File: src/hw/rtl/pdc_pkg.sv
// Package for the PPPoE discovery client: request/result payload types,
// phase encoding, client context and discovery codes.
// No dependencies.
package pdc_pkg;

    localparam logic [1:0] OP_START = 2'd0;
    localparam logic [1:0] OP_TICK  = 2'd1;
    localparam logic [1:0] OP_FRAME = 2'd2;
    localparam logic [1:0] OP_STOP  = 2'd3;

    localparam logic [7:0] CODE_PADI = 8'h09;
    localparam logic [7:0] CODE_PADO = 8'h07;
    localparam logic [7:0] CODE_PADR = 8'h19;
    localparam logic [7:0] CODE_PADS = 8'h65;
    localparam logic [7:0] CODE_PADT = 8'ha7;

    localparam logic [3:0]  HDR_VER_TYPE  = 4'h1;
    localparam logic [10:0] UNIQUE_LENGTH = 11'd8;
    localparam logic [47:0] MAC_BROADCAST = 48'hffff_ffff_ffff;

    localparam logic [1:0] EV_NONE    = 2'd0;
    localparam logic [1:0] EV_RUNNING = 2'd1;
    localparam logic [1:0] EV_STOPPED = 2'd2;

    localparam logic [2:0] PH_NUM_IDLE = 3'd0;
    localparam logic [2:0] PH_NUM_DISC = 3'd1;
    localparam logic [2:0] PH_NUM_REQ  = 3'd2;
    localparam logic [2:0] PH_NUM_RUN  = 3'd3;
    localparam logic [2:0] PH_NUM_STOP = 3'd4;

    localparam logic [1:0]  REG_RETRY_TIMEOUT = 2'd0;
    localparam logic [1:0]  REG_MAX_RESENDS   = 2'd1;
    localparam logic [19:0] RETRY_TIMEOUT_RST = 20'd500;
    localparam logic [7:0]  MAX_RESENDS_RST   = 8'd16;

    typedef enum logic [4:0] {
        PH_IDLE = 5'b00001,
        PH_DISC = 5'b00010,
        PH_REQ  = 5'b00100,
        PH_RUN  = 5'b01000,
        PH_STOP = 5'b10000
    } t_phase;

    typedef struct packed {
        logic [1:0]  opcode;
        logic [3:0]  frame_version;
        logic [3:0]  frame_kind;
        logic [7:0]  frame_code;
        logic [15:0] frame_session;
        logic [47:0] source_mac;
        logic [63:0] rx_unique_tag;
        logic [10:0] rx_unique_length;
        logic        rx_has_cookie;
        logic [63:0] nonce;
    } t_req;

    typedef struct packed {
        logic        send_valid;
        logic [7:0]  send_code;
        logic [47:0] dest_mac;
        logic [15:0] send_session;
        logic        include_cookie;
        logic        include_unique;
        logic [63:0] unique_out;
        logic [1:0]  event_code;
        logic [2:0]  phase_out;
    } t_rsp;

    typedef struct packed {
        t_phase      phase;
        logic [7:0]  resend_left;
        logic        timer_armed;
        logic [63:0] unique_value;
        logic [47:0] peer_address;
        logic [15:0] session_value;
        logic        cookie_seen;
    } t_ctx;

endpackage

File: src/hw/rtl/pdc_step.sv
// Single-step logic of the discovery client: next context, retry timer and
// result for one request. Combinational.
// Depends on pdc_pkg.
module pdc_step #(
    parameter int TIMER_BITS = 20
) (
    input  pdc_pkg::t_req          i_req,
    input  pdc_pkg::t_ctx          i_ctx,
    input  logic [TIMER_BITS-1:0]  i_timer,
    input  logic [19:0]            i_cfg_timeout,
    input  logic [7:0]             i_cfg_resends,
    output pdc_pkg::t_ctx          o_ctx,
    output logic [TIMER_BITS-1:0]  o_timer,
    output pdc_pkg::t_rsp          o_rsp
);

    localparam int CW = (TIMER_BITS > 20) ? TIMER_BITS : 20;
    localparam logic [CW-1:0] TIMER_MAX = CW'({TIMER_BITS{1'b1}});

    logic [CW-1:0]         timeout_ext;
    logic [TIMER_BITS-1:0] timer_load;
    logic                  hdr_ok;
    logic                  uniq_ok;
    logic                  mac_ok;
    logic                  fire;

    assign timeout_ext = CW'(i_cfg_timeout);
    assign timer_load  = (timeout_ext > TIMER_MAX) ? TIMER_BITS'(TIMER_MAX)
                                                   : TIMER_BITS'(timeout_ext);
    assign hdr_ok  = (i_req.frame_version == pdc_pkg::HDR_VER_TYPE) &&
                     (i_req.frame_kind == pdc_pkg::HDR_VER_TYPE);
    assign uniq_ok = (i_req.rx_unique_length == pdc_pkg::UNIQUE_LENGTH) &&
                     (i_req.rx_unique_tag == i_ctx.unique_value);
    assign mac_ok  = (i_req.source_mac == i_ctx.peer_address);
    assign fire    = (i_timer <= TIMER_BITS'(1));

    always_comb begin
        pdc_pkg::t_ctx n_ctx;
        pdc_pkg::t_rsp n_rsp;
        logic [TIMER_BITS-1:0] n_timer;
        logic do_padi;
        logic do_padr;

        n_ctx   = i_ctx;
        n_timer = i_timer;
        n_rsp   = '0;
        do_padi = 1'b0;
        do_padr = 1'b0;

        case (i_req.opcode)
            pdc_pkg::OP_START: begin
                if (i_ctx.phase == pdc_pkg::PH_IDLE) begin
                    n_ctx.resend_left = i_cfg_resends;
                    n_ctx.cookie_seen = 1'b0;
                    n_ctx.phase       = pdc_pkg::PH_DISC;
                    do_padi           = 1'b1;
                end
            end
            pdc_pkg::OP_TICK: begin
                if (i_ctx.timer_armed) begin
                    if (fire) begin
                        n_ctx.timer_armed = 1'b0;
                        if (i_ctx.phase == pdc_pkg::PH_DISC) begin
                            do_padi = 1'b1;
                        end else if (i_ctx.phase == pdc_pkg::PH_REQ) begin
                            if (i_ctx.resend_left == 8'd0) begin
                                do_padi           = 1'b1;
                                n_ctx.resend_left = i_cfg_resends;
                                n_ctx.phase       = pdc_pkg::PH_DISC;
                            end else begin
                                do_padr = 1'b1;
                            end
                        end
                    end else begin
                        n_timer = i_timer - TIMER_BITS'(1);
                    end
                end
            end
            pdc_pkg::OP_FRAME: begin
                if (i_ctx.phase != pdc_pkg::PH_IDLE && hdr_ok) begin
                    n_ctx.cookie_seen = i_req.rx_has_cookie;
                    case (i_ctx.phase)
                        pdc_pkg::PH_DISC: begin
                            if (i_req.frame_code == pdc_pkg::CODE_PADO && uniq_ok) begin
                                n_ctx.peer_address = i_req.source_mac;
                                n_ctx.phase        = pdc_pkg::PH_REQ;
                                do_padr            = 1'b1;
                            end
                        end
                        pdc_pkg::PH_REQ: begin
                            if (i_req.frame_code == pdc_pkg::CODE_PADS && uniq_ok &&
                                mac_ok && i_req.frame_session != 16'd0) begin
                                n_ctx.session_value = i_req.frame_session;
                                n_ctx.phase         = pdc_pkg::PH_RUN;
                                n_ctx.timer_armed   = 1'b0;
                                n_rsp.event_code    = pdc_pkg::EV_RUNNING;
                            end
                        end
                        pdc_pkg::PH_RUN: begin
                            if (i_req.frame_code == pdc_pkg::CODE_PADT && mac_ok &&
                                i_req.frame_session == i_ctx.session_value) begin
                                n_ctx.phase      = pdc_pkg::PH_STOP;
                                n_rsp.event_code = pdc_pkg::EV_STOPPED;
                            end
                        end
                        default: ;
                    endcase
                end
            end
            default: begin
                if (i_ctx.phase == pdc_pkg::PH_RUN) begin
                    n_rsp.send_valid   = 1'b1;
                    n_rsp.send_code    = pdc_pkg::CODE_PADT;
                    n_rsp.dest_mac     = i_ctx.peer_address;
                    n_rsp.send_session = i_ctx.session_value;
                end
                n_ctx.timer_armed = 1'b0;
                n_timer           = '0;
                n_ctx.phase       = pdc_pkg::PH_IDLE;
            end
        endcase

        // PADI / PADR send; cookie and peer already reflect this request
        if (do_padi || do_padr) begin
            n_ctx.unique_value   = i_req.nonce;
            n_rsp.send_valid     = 1'b1;
            n_rsp.include_unique = 1'b1;
            n_rsp.unique_out     = i_req.nonce;
            n_ctx.timer_armed    = 1'b1;
            n_timer              = timer_load;
            if (do_padi) begin
                n_rsp.send_code = pdc_pkg::CODE_PADI;
                n_rsp.dest_mac  = pdc_pkg::MAC_BROADCAST;
            end else begin
                n_rsp.send_code      = pdc_pkg::CODE_PADR;
                n_rsp.dest_mac       = n_ctx.peer_address;
                n_rsp.include_cookie = n_ctx.cookie_seen;
                if (n_ctx.resend_left != 8'd0) begin
                    n_ctx.resend_left = n_ctx.resend_left - 8'd1;
                end
            end
        end

        case (n_ctx.phase)
            pdc_pkg::PH_DISC: n_rsp.phase_out = pdc_pkg::PH_NUM_DISC;
            pdc_pkg::PH_REQ:  n_rsp.phase_out = pdc_pkg::PH_NUM_REQ;
            pdc_pkg::PH_RUN:  n_rsp.phase_out = pdc_pkg::PH_NUM_RUN;
            pdc_pkg::PH_STOP: n_rsp.phase_out = pdc_pkg::PH_NUM_STOP;
            default:          n_rsp.phase_out = pdc_pkg::PH_NUM_IDLE;
        endcase

        o_ctx   = n_ctx;
        o_timer = n_timer;
        o_rsp   = n_rsp;
    end

endmodule

File: src/hw/rtl/pppoe_discovery_client.sv
// PPPoE discovery client top level: request and result registers, client
// context, retry timer and APB configuration registers.
// Depends on pdc_pkg and pdc_step.

// Takes one request per clock cycle (start, timer tick, received discovery
// header, stop) and returns exactly one result for each. A request passes
// through the request register and then the result register; the step logic
// between them reads and updates the client context, so requests stream back
// to back; the request side only stalls while a result is held because the
// result side is not ready. The user must write the configuration registers
// (retry timeout at 0x0, PADR resend limit at 0x4) over APB only while no
// request is outstanding; the block itself does not enforce this.
module pppoe_discovery_client #(
    parameter int TIMER_BITS = 20
) (
    input  logic           i_clk,
    input  logic           i_rst_n,
    input  logic           i_req_valid,
    output logic           o_req_ready,
    input  pdc_pkg::t_req  i_req,
    output logic           o_rsp_valid,
    input  logic           i_rsp_ready,
    output pdc_pkg::t_rsp  o_rsp,
    input  logic           psel,
    input  logic           penable,
    input  logic           pwrite,
    input  logic [2:0]     paddr,
    input  logic [31:0]    pwdata,
    output logic [31:0]    prdata,
    output logic           pready
);

    logic                  r_req_valid;
    pdc_pkg::t_req         r_req;
    logic                  r_rsp_valid;
    pdc_pkg::t_rsp         r_rsp;
    pdc_pkg::t_ctx         r_ctx;
    logic [TIMER_BITS-1:0] r_timer;
    logic [19:0]           r_cfg_timeout;
    logic [7:0]            r_cfg_resends;

    pdc_pkg::t_ctx         n_ctx;
    logic [TIMER_BITS-1:0] n_timer;
    pdc_pkg::t_rsp         n_rsp;
    logic                  advance;
    logic                  cfg_wr;

    assign advance     = r_req_valid && (!r_rsp_valid || i_rsp_ready);
    assign o_req_ready = !r_req_valid || advance;
    assign o_rsp_valid = r_rsp_valid;
    assign o_rsp       = r_rsp;
    assign pready      = 1'b1;
    assign cfg_wr      = psel && penable && pwrite;

    always_comb begin
        case ({1'b0, paddr[2]})
            pdc_pkg::REG_RETRY_TIMEOUT: prdata = 32'(r_cfg_timeout);
            pdc_pkg::REG_MAX_RESENDS:   prdata = 32'(r_cfg_resends);
            default:                    prdata = '0;
        endcase
    end

    pdc_step #(
        .TIMER_BITS (TIMER_BITS)
    ) u_step (
        .i_req         (r_req),
        .i_ctx         (r_ctx),
        .i_timer       (r_timer),
        .i_cfg_timeout (r_cfg_timeout),
        .i_cfg_resends (r_cfg_resends),
        .o_ctx         (n_ctx),
        .o_timer       (n_timer),
        .o_rsp         (n_rsp)
    );

    always_ff @(posedge i_clk) begin
        if (!i_rst_n) begin
            r_cfg_timeout <= pdc_pkg::RETRY_TIMEOUT_RST;
            r_cfg_resends <= pdc_pkg::MAX_RESENDS_RST;
        end else if (cfg_wr) begin
            case ({1'b0, paddr[2]})
                pdc_pkg::REG_RETRY_TIMEOUT: r_cfg_timeout <= pwdata[19:0];
                pdc_pkg::REG_MAX_RESENDS:   r_cfg_resends <= pwdata[7:0];
                default: ;
            endcase
        end
    end

    always_ff @(posedge i_clk) begin
        if (!i_rst_n) begin
            r_req_valid <= 1'b0;
            r_rsp_valid <= 1'b0;
            r_ctx       <= '{phase:         pdc_pkg::PH_IDLE,
                             resend_left:   pdc_pkg::MAX_RESENDS_RST,
                             timer_armed:   1'b0,
                             unique_value:  64'd0,
                             peer_address:  48'd0,
                             session_value: 16'd0,
                             cookie_seen:   1'b0};
            r_timer     <= '0;
        end else begin
            if (o_req_ready) begin
                r_req_valid <= i_req_valid;
            end
            if (advance) begin
                r_rsp_valid <= 1'b1;
                r_ctx       <= n_ctx;
                r_timer     <= n_timer;
            end else if (i_rsp_ready) begin
                r_rsp_valid <= 1'b0;
            end
        end
    end

    always_ff @(posedge i_clk) begin
        if (o_req_ready && i_req_valid) begin
            r_req <= i_req;
        end
        if (advance) begin
            r_rsp <= n_rsp;
        end
    end

endmodule
File: config.mk
export PLATFORM = sky130hd
export DESIGN_NAME = pppoe_discovery_client
export DESIGN_NICKNAME = d
export VERILOG_FILES = /design/src/hw/rtl/pdc_pkg.sv /design/src/hw/rtl/pdc_step.sv /design/src/hw/rtl/pppoe_discovery_client.sv
export SDC_FILE = /design/constraint.sdc
export NUM_CORES = 1
export LEC_CHECK = 0
export BUFFER_PORTS_ARGS = -buffer_cell sky130_fd_sc_hd__buf_2
export CAP_MARGIN = 15
export CORE_MARGIN = 5
export CORE_UTILIZATION = 55
export DETAILED_ROUTE_END_ITERATION = 8
export PLACE_DENSITY = 0.8
export SLEW_MARGIN = 20
export SYNTH_ARGS = -nofsm -noshare
export SYNTH_HDL_FRONTEND = slang
export SYNTH_SLANG_ARGS = --single-unit
File: constraint.sdc
create_clock -name i_clk -period 8.6 [get_ports i_clk]
set_input_delay 1.72 -clock i_clk [delete_from_list [all_inputs] [get_ports i_clk]]
set_output_delay 1.72 -clock i_clk [all_outputs]
set_load 0.005 [all_outputs]
==> results of run 1 <==
## placed cells by master, fill, tap and decap left out, types with 16 or more instances in the layout
cell	n
a21oi_1	167
and2_1	84
buf_2	414
buf_4	16
clkbuf_16	59
dfxtp_1	193
edfxtp_1	361
mux2i_1	69
nand2_1	281
nand3_1	74
nand4_1	53
nor2_1	118
nor2b_1	20
nor3_1	22
nor4_1	31
o21ai_0	33
xnor2_1	96
xor2_1	42
## cell usage after synthesis, drive strengths merged, types with 44 or more instances
master  number  share of area, %
xnor2       96               3.7
and2        86               2.4
mux2i       69               3.0
nand4       53               1.5
dfxtp      193                17
clkbuf      67               1.1
edfxtp     361                48
buf         44               1.3
a21oi      168               3.7
nand3       74               1.6
nand2      282               4.7
nor2       120               2.1
## report_power, final
part | switching, mW | internal (mW) | total, mW
clock network | 1.03 | 1.56 | 2.58
registers | 0.0682 | 2.97 | 3.03
logic | 0.268 | 0.157 | 0.424
total | 1.36 | 4.68 | 6.04
## metrics by stage
stage	util, %	instance area (um2)	power (mW)	instances	hold slack [ns]
6_report	66.3	27100	6.04	2898	0.468
5_1_grt	66.2	27000	6.24	2895	0.487
4_1_cts	66.2	27000	6.07	2891	0.470
3_5_place_dp	61.4	25100	3.51	2785	0.458
3_3_place_gp	61.4	25100	3.49	2785	0.453
2_1_floorplan	-	22700	3.32	1934	0.440
## registers in the layout (all words and copies together), names as in the netlist
name / flops
r_cfg_timeout: 20
o_rsp_valid: 1
o_rsp: 139
r_req_valid: 1
r_cfg_resends: 8
r_req: 222
r_ctx: 143
r_timer: 20
## layout make-up
type                    count  area share, %
clock buffers              74           5.81
repair buffers            430           8.10
multi-input cells        1251           27.4
diodes                      7         0.0648
flip-flops and latches    554           54.4
well taps                 532           2.46
clock inverters            32           1.49
inverters                  18          0.296
## critical path, cell delays in order (launching register included)
cell,delay [ns]
edfxtp_1,0.38
xor2_1,0.22
nor4_1,0.32
nand3_1,0.39
or4_4,0.72
o41ai_2,0.65
a21oi_4,0.14
buf_4,0.28
a21oi_1,0.74
buf_4,0.31
nand2_1,0.13
o22ai_1,0.22
## layer usage
| layer | global-route usage [%] | wire, um |
|---|---|---|
| met4 | 10.5 | 2470 |
| met1 | 32.3 | 23100 |
| met5 | 0 | 80 |
| met2 | 45.9 | 31100 |
| met3 | 5.66 | 5100 |
## worst max-delay path by stage
stage                           start     endpoint  slack, ns  depth (start not counted)
after floorplan           i_rsp_ready     r_req[0]       1.07                          3
after global placement    i_rsp_ready   r_ctx[129]       3.98                          8
after detailed placement  i_rsp_ready   r_ctx[129]       3.92                          8
after CTS                  r_req[101]   r_timer[6]       4.01                         11
after global routing       r_req[221]   r_timer[6]       3.56                         13
final                      r_req[101]  r_timer[10]       3.97                         11
## kinds of logic after synthesis
logic type               share of synthesized area, %
AO/OA/AOI/OAI                                    7.29
XOR/XNOR                                         5.33
adder cells (fa/ha/maj)                         0.497
buffers and inverters                            2.73
flip-flops                                       64.9
multiplexers                                     3.45
other                                          0.0331
AND/OR/NAND/NOR                                  15.8
==> impl_metrics.toml, run 1 <==
[logic_synthesis]
synthFlopType = "edfxtp_1"
syn_area_per_cell_um2 = 11.8
synth.distinct_cells = 71
synth_cells = 1922
synth_edf_count = 361
syn_area_um2 = 22700
yosysSeqAreaShare_pct = 64.9
yosysWarnings = 0
ys_seq_elements = 554
ys_async_sr_fraction_pct = 0

[final_layout]
n_fill_cell = 2980
ff_latch_area_um2 = 14700
syn2layout_area_growth_pct = 19.4
multi_input_area_um2 = 7420
nets = 2584
drive_gt1_share_pct = 23.3

[cts]
cts_inserted_buffers = 56
cts_tree = "done"
cts_setup_buffers = 0
cts_resized = 0
clock_latency_ns = 0.61
clk_path_buf_depth = 3
clock_sinks = 554
root_buffer = "clkbuf_16"
htree_levels = 2
clk_pin_slew_ns = 0.06
postCtsHoldBufs = 0

[global_routing]
grt_max_degree = 103
grt_pass1_vias = 16600
overflow = 0
grt_pass1_wl_um = 93200
grt_usage_pct = 26.4
antenna_found_initial = 14

[placed_design]
routabilityCongestion = 0.951
place_ws_ns = 3.92
io_buffers = 414
dpl.hpwl_um = 42000

[detailed_routing]
ant_nets = 0
initialDrtViolationCount = 1692
wire_per_inst_um = 21.3
vias = 16600
viasPerCell = 5.72
drc = 0
finalWirelength_um = 61800
drt_pass1_iterations = 5

[floorplan]
core_area_um2 = 40800
dieHeight_um = 213
row_count = 74
die_w_um = 213
num_io_pins = 443
dieArea_um2 = 45400
initial_utilization_pct = 55.5

[min_path]
whs_endpoint = "r_ctx[67]"
hp-start = "r_ctx[67]"
hp-class = "reg2reg"
hold_path_depth = 2

[timing]
setup_slack_ns = 3.97
clock-skew-final_ns = 0.0252
worst_pin_slew_ns = 1.07
maxSlewViolCount = 0
grt_setup_unrepaired = "no"
hold_viol = 0
finalSetupViolCount = 0
relSlewSlack_pct = 28.5
max_freq_ghz = 0.216
finalCritPeriodShare_pct = 53.8
finalCriticalPeriod_ns = 4.63
timing.setup.tns_ns = 0

[power_and_ir_drop]
irDropWorstVdd_mv = 0.159
power_density_nw_per_um2 = 223
p_leak_nw = 10.3

[worst_setup_path]
r2r.worst_path.cells = 11
cp_max_fo = 29
setup.worst_path.start_class = "flip-flop"
cp.required_ns = 9.12
cp_data_arrival_time_ns = 5.15
worstSetupPathType = "reg2reg"
r2r_setup_slack_ns = 3.97
end_kind = "flip-flop"
rr_endpoint = "r_timer[10]"
r2r-start = "r_req[101]"

[status]
status = "completed"

[job]
cap_violations = 0
No activity file was read; power rests on OpenSTA's default activity.
==> run 2: changes to the inputs <==
clock period = 4.6 ns   (was 8.6 ns; I/O delays follow)
==> run 2 against run 1 <==
Against the previous run:
- core utilization about the same
- clock skew down 0.0017 ns
- design area about the same
- critical path depth down 1
- worst hold slack worse by 0.0015 ns
- combinational power up 88%
- largest cell class unchanged
==> impl_metrics.toml, run 2 (synthesis gave the netlist of run 1 again) <==
[cts]
clk_path_buf_depth = 3
postCtsHoldBufs = 0
clock_latency_ns = 0.61
root_buffer = "clkbuf_16"
clk_pin_slew_ns = 0.06
cts_inserted_buffers = 56
cts_resized = 0
clock_sinks = 554
cts_tree = "done"
cts_setup_buffers = 0
htree_levels = 2

[floorplan]
initial_utilization_pct = 55.5
dieArea_um2 = 45400
row_count = 74
core_area_um2 = 40800
num_io_pins = 443
die_w_um = 213
dieHeight_um = 213

[final_layout]
nets = 2591
fin_area_um2 = 27100
final_cell_mix = "buf_2 (414), edfxtp_1 (361), nand2_1 (281)"
largest_reg_flops = 222
final_common_cell = "buf_2"
syn2layout_area_growth_pct = 19.4
drive_gt1_share_pct = 23.1
largest_register = "r_req"

[min_path]
hp-class = "reg2reg"
hold_path_depth = 2

[timing]
max_freq_ghz = 0.246
finalCriticalPeriod_ns = 4.07
worst_pin_slew_ns = 0.966
relSlewSlack_pct = 35.4
maxSlewViolCount = 0
finalCritPeriodShare_pct = 88.4
timing.setup.tns_ns = 0
finalSetupViolCount = 0
clock-skew-final_ns = 0.0235
hold_viol = 0
grt_setup_unrepaired = "no"

[global_routing]
overflow = 0
grt_pass1_vias = 16300
grt_pass1_wl_um = 91900
grt_usage_pct = 26.0
antenna_found_initial = 14
grt_max_degree = 141

[detailed_routing]
initialDrtViolationCount = 1703
viasPerCell = 5.74
vias = 16700
finalWirelength_um = 61400
drc = 0
drt_pass1_iterations = 5
ant_nets = 0
wire_per_inst_um = 21.1

[job]
cap_violations = 0

[worst_setup_path]
worstSetupPathType = "reg2reg"
r2r_setup_slack_ns = 0.53
setup.worst_path.start_class = "flip-flop"
cp_max_fo = 34
cp_data_arrival_time_ns = 4.60
r2r.worst_path.cells = 10
cp.required_ns = 5.13
end_kind = "flip-flop"

[power_and_ir_drop]
power_density_nw_per_um2 = 411
p_leak_nw = 10.3
irDropWorstVdd_mv = 0.468

[status]
status = "completed"

[placed_design]
dpl_cell_area_um2 = 25100
io_buffers = 414
routabilityCongestion = 0.952
dpl.hpwl_um = 42600
run 2: cell count changes in the layout (fill, tap and decap cells not counted), moves of 3 or more:
| cell | delta |
|---|---|
| clkbuf_1 | +8 |
| diode_2 | +5 |
| buf_4 | +4 |
| clkinv_2 | -4 |
| clkinvlp_4 | -4 |
| buf_12 | +3 |
| clkbuf_16 | -3 |
run 2: report_power, final:
group | switching (mW) | internal (mW)
Combinational | 0.498 | 0.299
Clock | 1.87 | 2.78
Sequential | 0.129 | 5.54
Total | 2.50 | 8.62
run 2: cell type report:
type                    count  area, um2
fillers                  2970      13800
flip-flops and latches    554      14700
diodes                     12       30.0
well taps                 532        666
clock inverters            25        337
clock buffers              80       1540
inverters                  18       77.6
multi-input cells        1251       7420
repair buffers            437       2280
run 2: stage by stage:
| step | power (mW) | hold slack, ns | setup slack, ns | cells | utilization, % |
|---|---|---|---|---|---|
| after floorplan | 6.19 | 0.440 | 0.354 | 1934 | - |
| after global placement | 6.54 | 0.454 | 0.575 | 2792 | 61.6 |
| after detailed placement | 6.56 | 0.460 | 0.521 | 2792 | 61.6 |
| after CTS | 11.2 | 0.459 | 0.464 | 2897 | 66.2 |
| after global routing | 11.5 | 0.466 | 0.244 | 2899 | 66.2 |
| final | 11.1 | 0.467 | 0.532 | 2909 | 66.3 |
run 2: critical path, cell delays in order (launching register included):
cell	delay (ns)
edfxtp_1	0.40
xor2_1	0.19
nor4_1	0.32
nand3_1	0.33
or4_4	0.71
o41ai_2	0.62
a21oi_4	0.35
nor2_8	0.50
buf_12	0.27
nand2_1	0.10
a21oi_1	0.15
run 2: final timing paths:
kind,from,end
max reg2reg,r_req[113],r_ctx[96]
min,r_ctx[68],r_ctx[68]
min reg2reg,r_ctx[68],r_ctx[68]
max,r_req[113],r_ctx[96]
run 2: metal layers:
layer / wire, um / GRT usage (%) / vias up
met5: 56 / 0 / -
met4: 2310 / 9.67 / 10
met3: 5670 / 5.58 / 166
met2: 30800 / 45.2 / 853
met1: 22600 / 32.1 / 8006
li1: - / - / 7666
==> run 3: changes to the inputs <==
CORE_UTILIZATION = 50   (was 55)
CTS_CLUSTER_SIZE = 30   (was default)
PLACE_DENSITY = 0.73   (was 0.8)
==> run 3 against run 2 <==
Against the previous run:
- core utilization decreased by 6.2 points
- sequential share of layout area decreased by 0.053 points
- power decreased by 1.6%
- routed wire length decreased by 1.1%
- register-to-register slack got worse by 0.05 ns
- via count decreased by 2.3%
- count of clock-buffer cells in the layout decreased by 2
- maximum frequency decreased by 1.3%
- worst hold slack about the same
==> impl_metrics.toml, run 3 (synthesis gave the netlist of run 1 again) <==
[placed_design]
routabilityCongestion = 0.928
dpl.hpwl_um = 42600
io_buffers = 414

[min_path]
hp-start = "r_ctx[89]"
hold_path_depth = 2
hp-class = "reg2reg"

[cts]
root_buffer = "clkbuf_16"
clock_sinks = 554
clk_path_buf_depth = 3
htree_levels = 2
cts_setup_buffers = 0
cts_tree = "done"
cts_inserted_buffers = 55
cts_resized = 0
clock_latency_ns = 0.60
clk_pin_slew_ns = 0.06
postCtsHoldBufs = 0

[detailed_routing]
viasPerCell = 5.49
top_layer = "met5"
wl_met1_um = 23800
drc = 0
ant_nets = 0
finalWirelength_um = 60700
wl_met2_um = 30000
wire_per_inst_um = 20.4
vias = 16300
drt_pass1_iterations = 5
initialDrtViolationCount = 1550
wl_met3_um = 4830

[worst_setup_path]
cp_top_family = "simple AND/OR/NAND/NOR gates"
r2r-start = "r_req[106]"
cp.required_ns = 5.06
cpPeakStageDelay_ns = 0.72
cp_slowest_cell = "or4_4"
end_kind = "flip-flop"
worstSetupPathType = "reg2reg"
r2r.worst_path.cells = 9
cp.depth = 9
cp_cell_sequence = "xor2_1, nor4_1, nand3_1, or4_4, o41ai_2, a21oi_2, inv_2, buf_4, and2_1"
cp_max_fo = 63
cp.buffers_inverters = 2
setup.worst_path.start_class = "flip-flop"
cp_data_arrival_time_ns = 4.58
cp-startpoint = "r_req[106]"

[final_layout]
largest_reg_flops = 222
final_common_cell = "buf_2"
final_cell_mix = "buf_2 (414), edfxtp_1 (361), nand2_1 (281)"
largest_register = "r_req"
nets = 2592
drive_gt1_share_pct = 23.3
n_fill_cell = 3663
syn2layout_area_growth_pct = 19.5

[floorplan]
num_io_pins = 443
core_area_um2 = 45100
row_count = 78
initial_utilization_pct = 50.3
die_w_um = 223
dieHeight_um = 223
dieArea_um2 = 49700

[global_routing]
antenna_found_initial = 21
grt_pass1_vias = 16300
grt_usage_pct = 23.6
grt_max_degree = 100
overflow = 0
grt_pass1_wl_um = 92700

[timing]
grt_setup_unrepaired = "no"
timing.setup.tns_ns = 0
relSlewSlack_pct = 30.9
finalCriticalPeriod_ns = 4.12
finalSetupViolCount = 0
hold_viol = 0
maxSlewViolCount = 0
worst_pin_slew_ns = 1.04
clock-skew-final_ns = 0.0280
max_freq_ghz = 0.243
holdWs_ns = 0.467
finalCritPeriodShare_pct = 89.6

[power_and_ir_drop]
combinationalPowerShare_pct = 7.3
power_density_nw_per_um2 = 404
switchingPower_mw = 2.50
irDropWorstVdd_mv = 0.356
totalPowerFinal_mw = 10.9
switching_share_pct = 22.8
clock_power_share_pct = 40.9
p_leak_nw = 10.2
pwr-share-seq_pct = 51.8
p_int_mw = 8.45

[job]
cap_violations = 0

[status]
status = "completed"
run 3: changes by cell type in the layout (fill, tap and decap cells not counted), sizes merged:
cell,before,now
clkinv,16,17
inv,19,18
bufinv,8,5
buf,437,439
diode,12,8
clkbuf,80,78
clkinvlp,0,2
run 3: metal layers:
| metal | up-vias | global-route usage, % |
|---|---|---|
| met1 | 7867 | 29.3 |
| met3 | 136 | 6.30 |
| met2 | 638 | 40.2 |
| met5 | - | 0 |
| met4 | 24 | 7.79 |
| li1 | 7653 | - |
run 3: per-stage QoR:
step / util (%) / setup WS [ns] / instances / area (um2)
3_5_place_dp: 56.0 / 0.439 / 2862 / 25300
4_1_cts: 60.0 / 0.399 / 2964 / 27100
2_1_floorplan: - / 0.354 / 1934 / 22700
3_3_place_gp: 56.0 / 0.495 / 2862 / 25300
6_report: 60.1 / 0.479 / 2972 / 27100
5_1_grt: 60.0 / 0.181 / 2968 / 27100
run 3: path summary, 6_finish.rpt:
path,to,slack [ns]
worst max-delay path,o_rsp[39],0.48
worst min-delay path,r_ctx[89],0.47
worst max register to register,o_rsp[39],0.48
worst min register to register,r_ctx[89],0.47
run 3: final cells by class:
class	count	area, um2	area share [%]
Sequential cell	554	14700	54.3
Multi-Input combinational cell	1251	7410	27.4
Timing Repair Buffer	439	2320	8.58
Clock buffer	78	1530	5.66
Tap cell	600	751	2.77
Clock inverter	24	267	0.984
Inverter	18	75.1	0.277
Antenna cell	8	20.0	0.0739
run 3: power groups by stage:
stage	Clock, mW	Combinational (mW)	Sequential, mW
3_3_place_gp	0	0.783	5.77
4_1_cts	4.56	0.803	5.67
6_report	4.47	0.799	5.67
2_1_floorplan	0	0.438	5.76
3_5_place_dp	0	0.797	5.77
5_1_grt	4.78	0.876	5.69
run 3: tightest hold or removal path: stages, from the launching register on:
cell and delay, ns:
dfxtp_1 0.32, nand2_1 0.05, a21oi_1 0.05
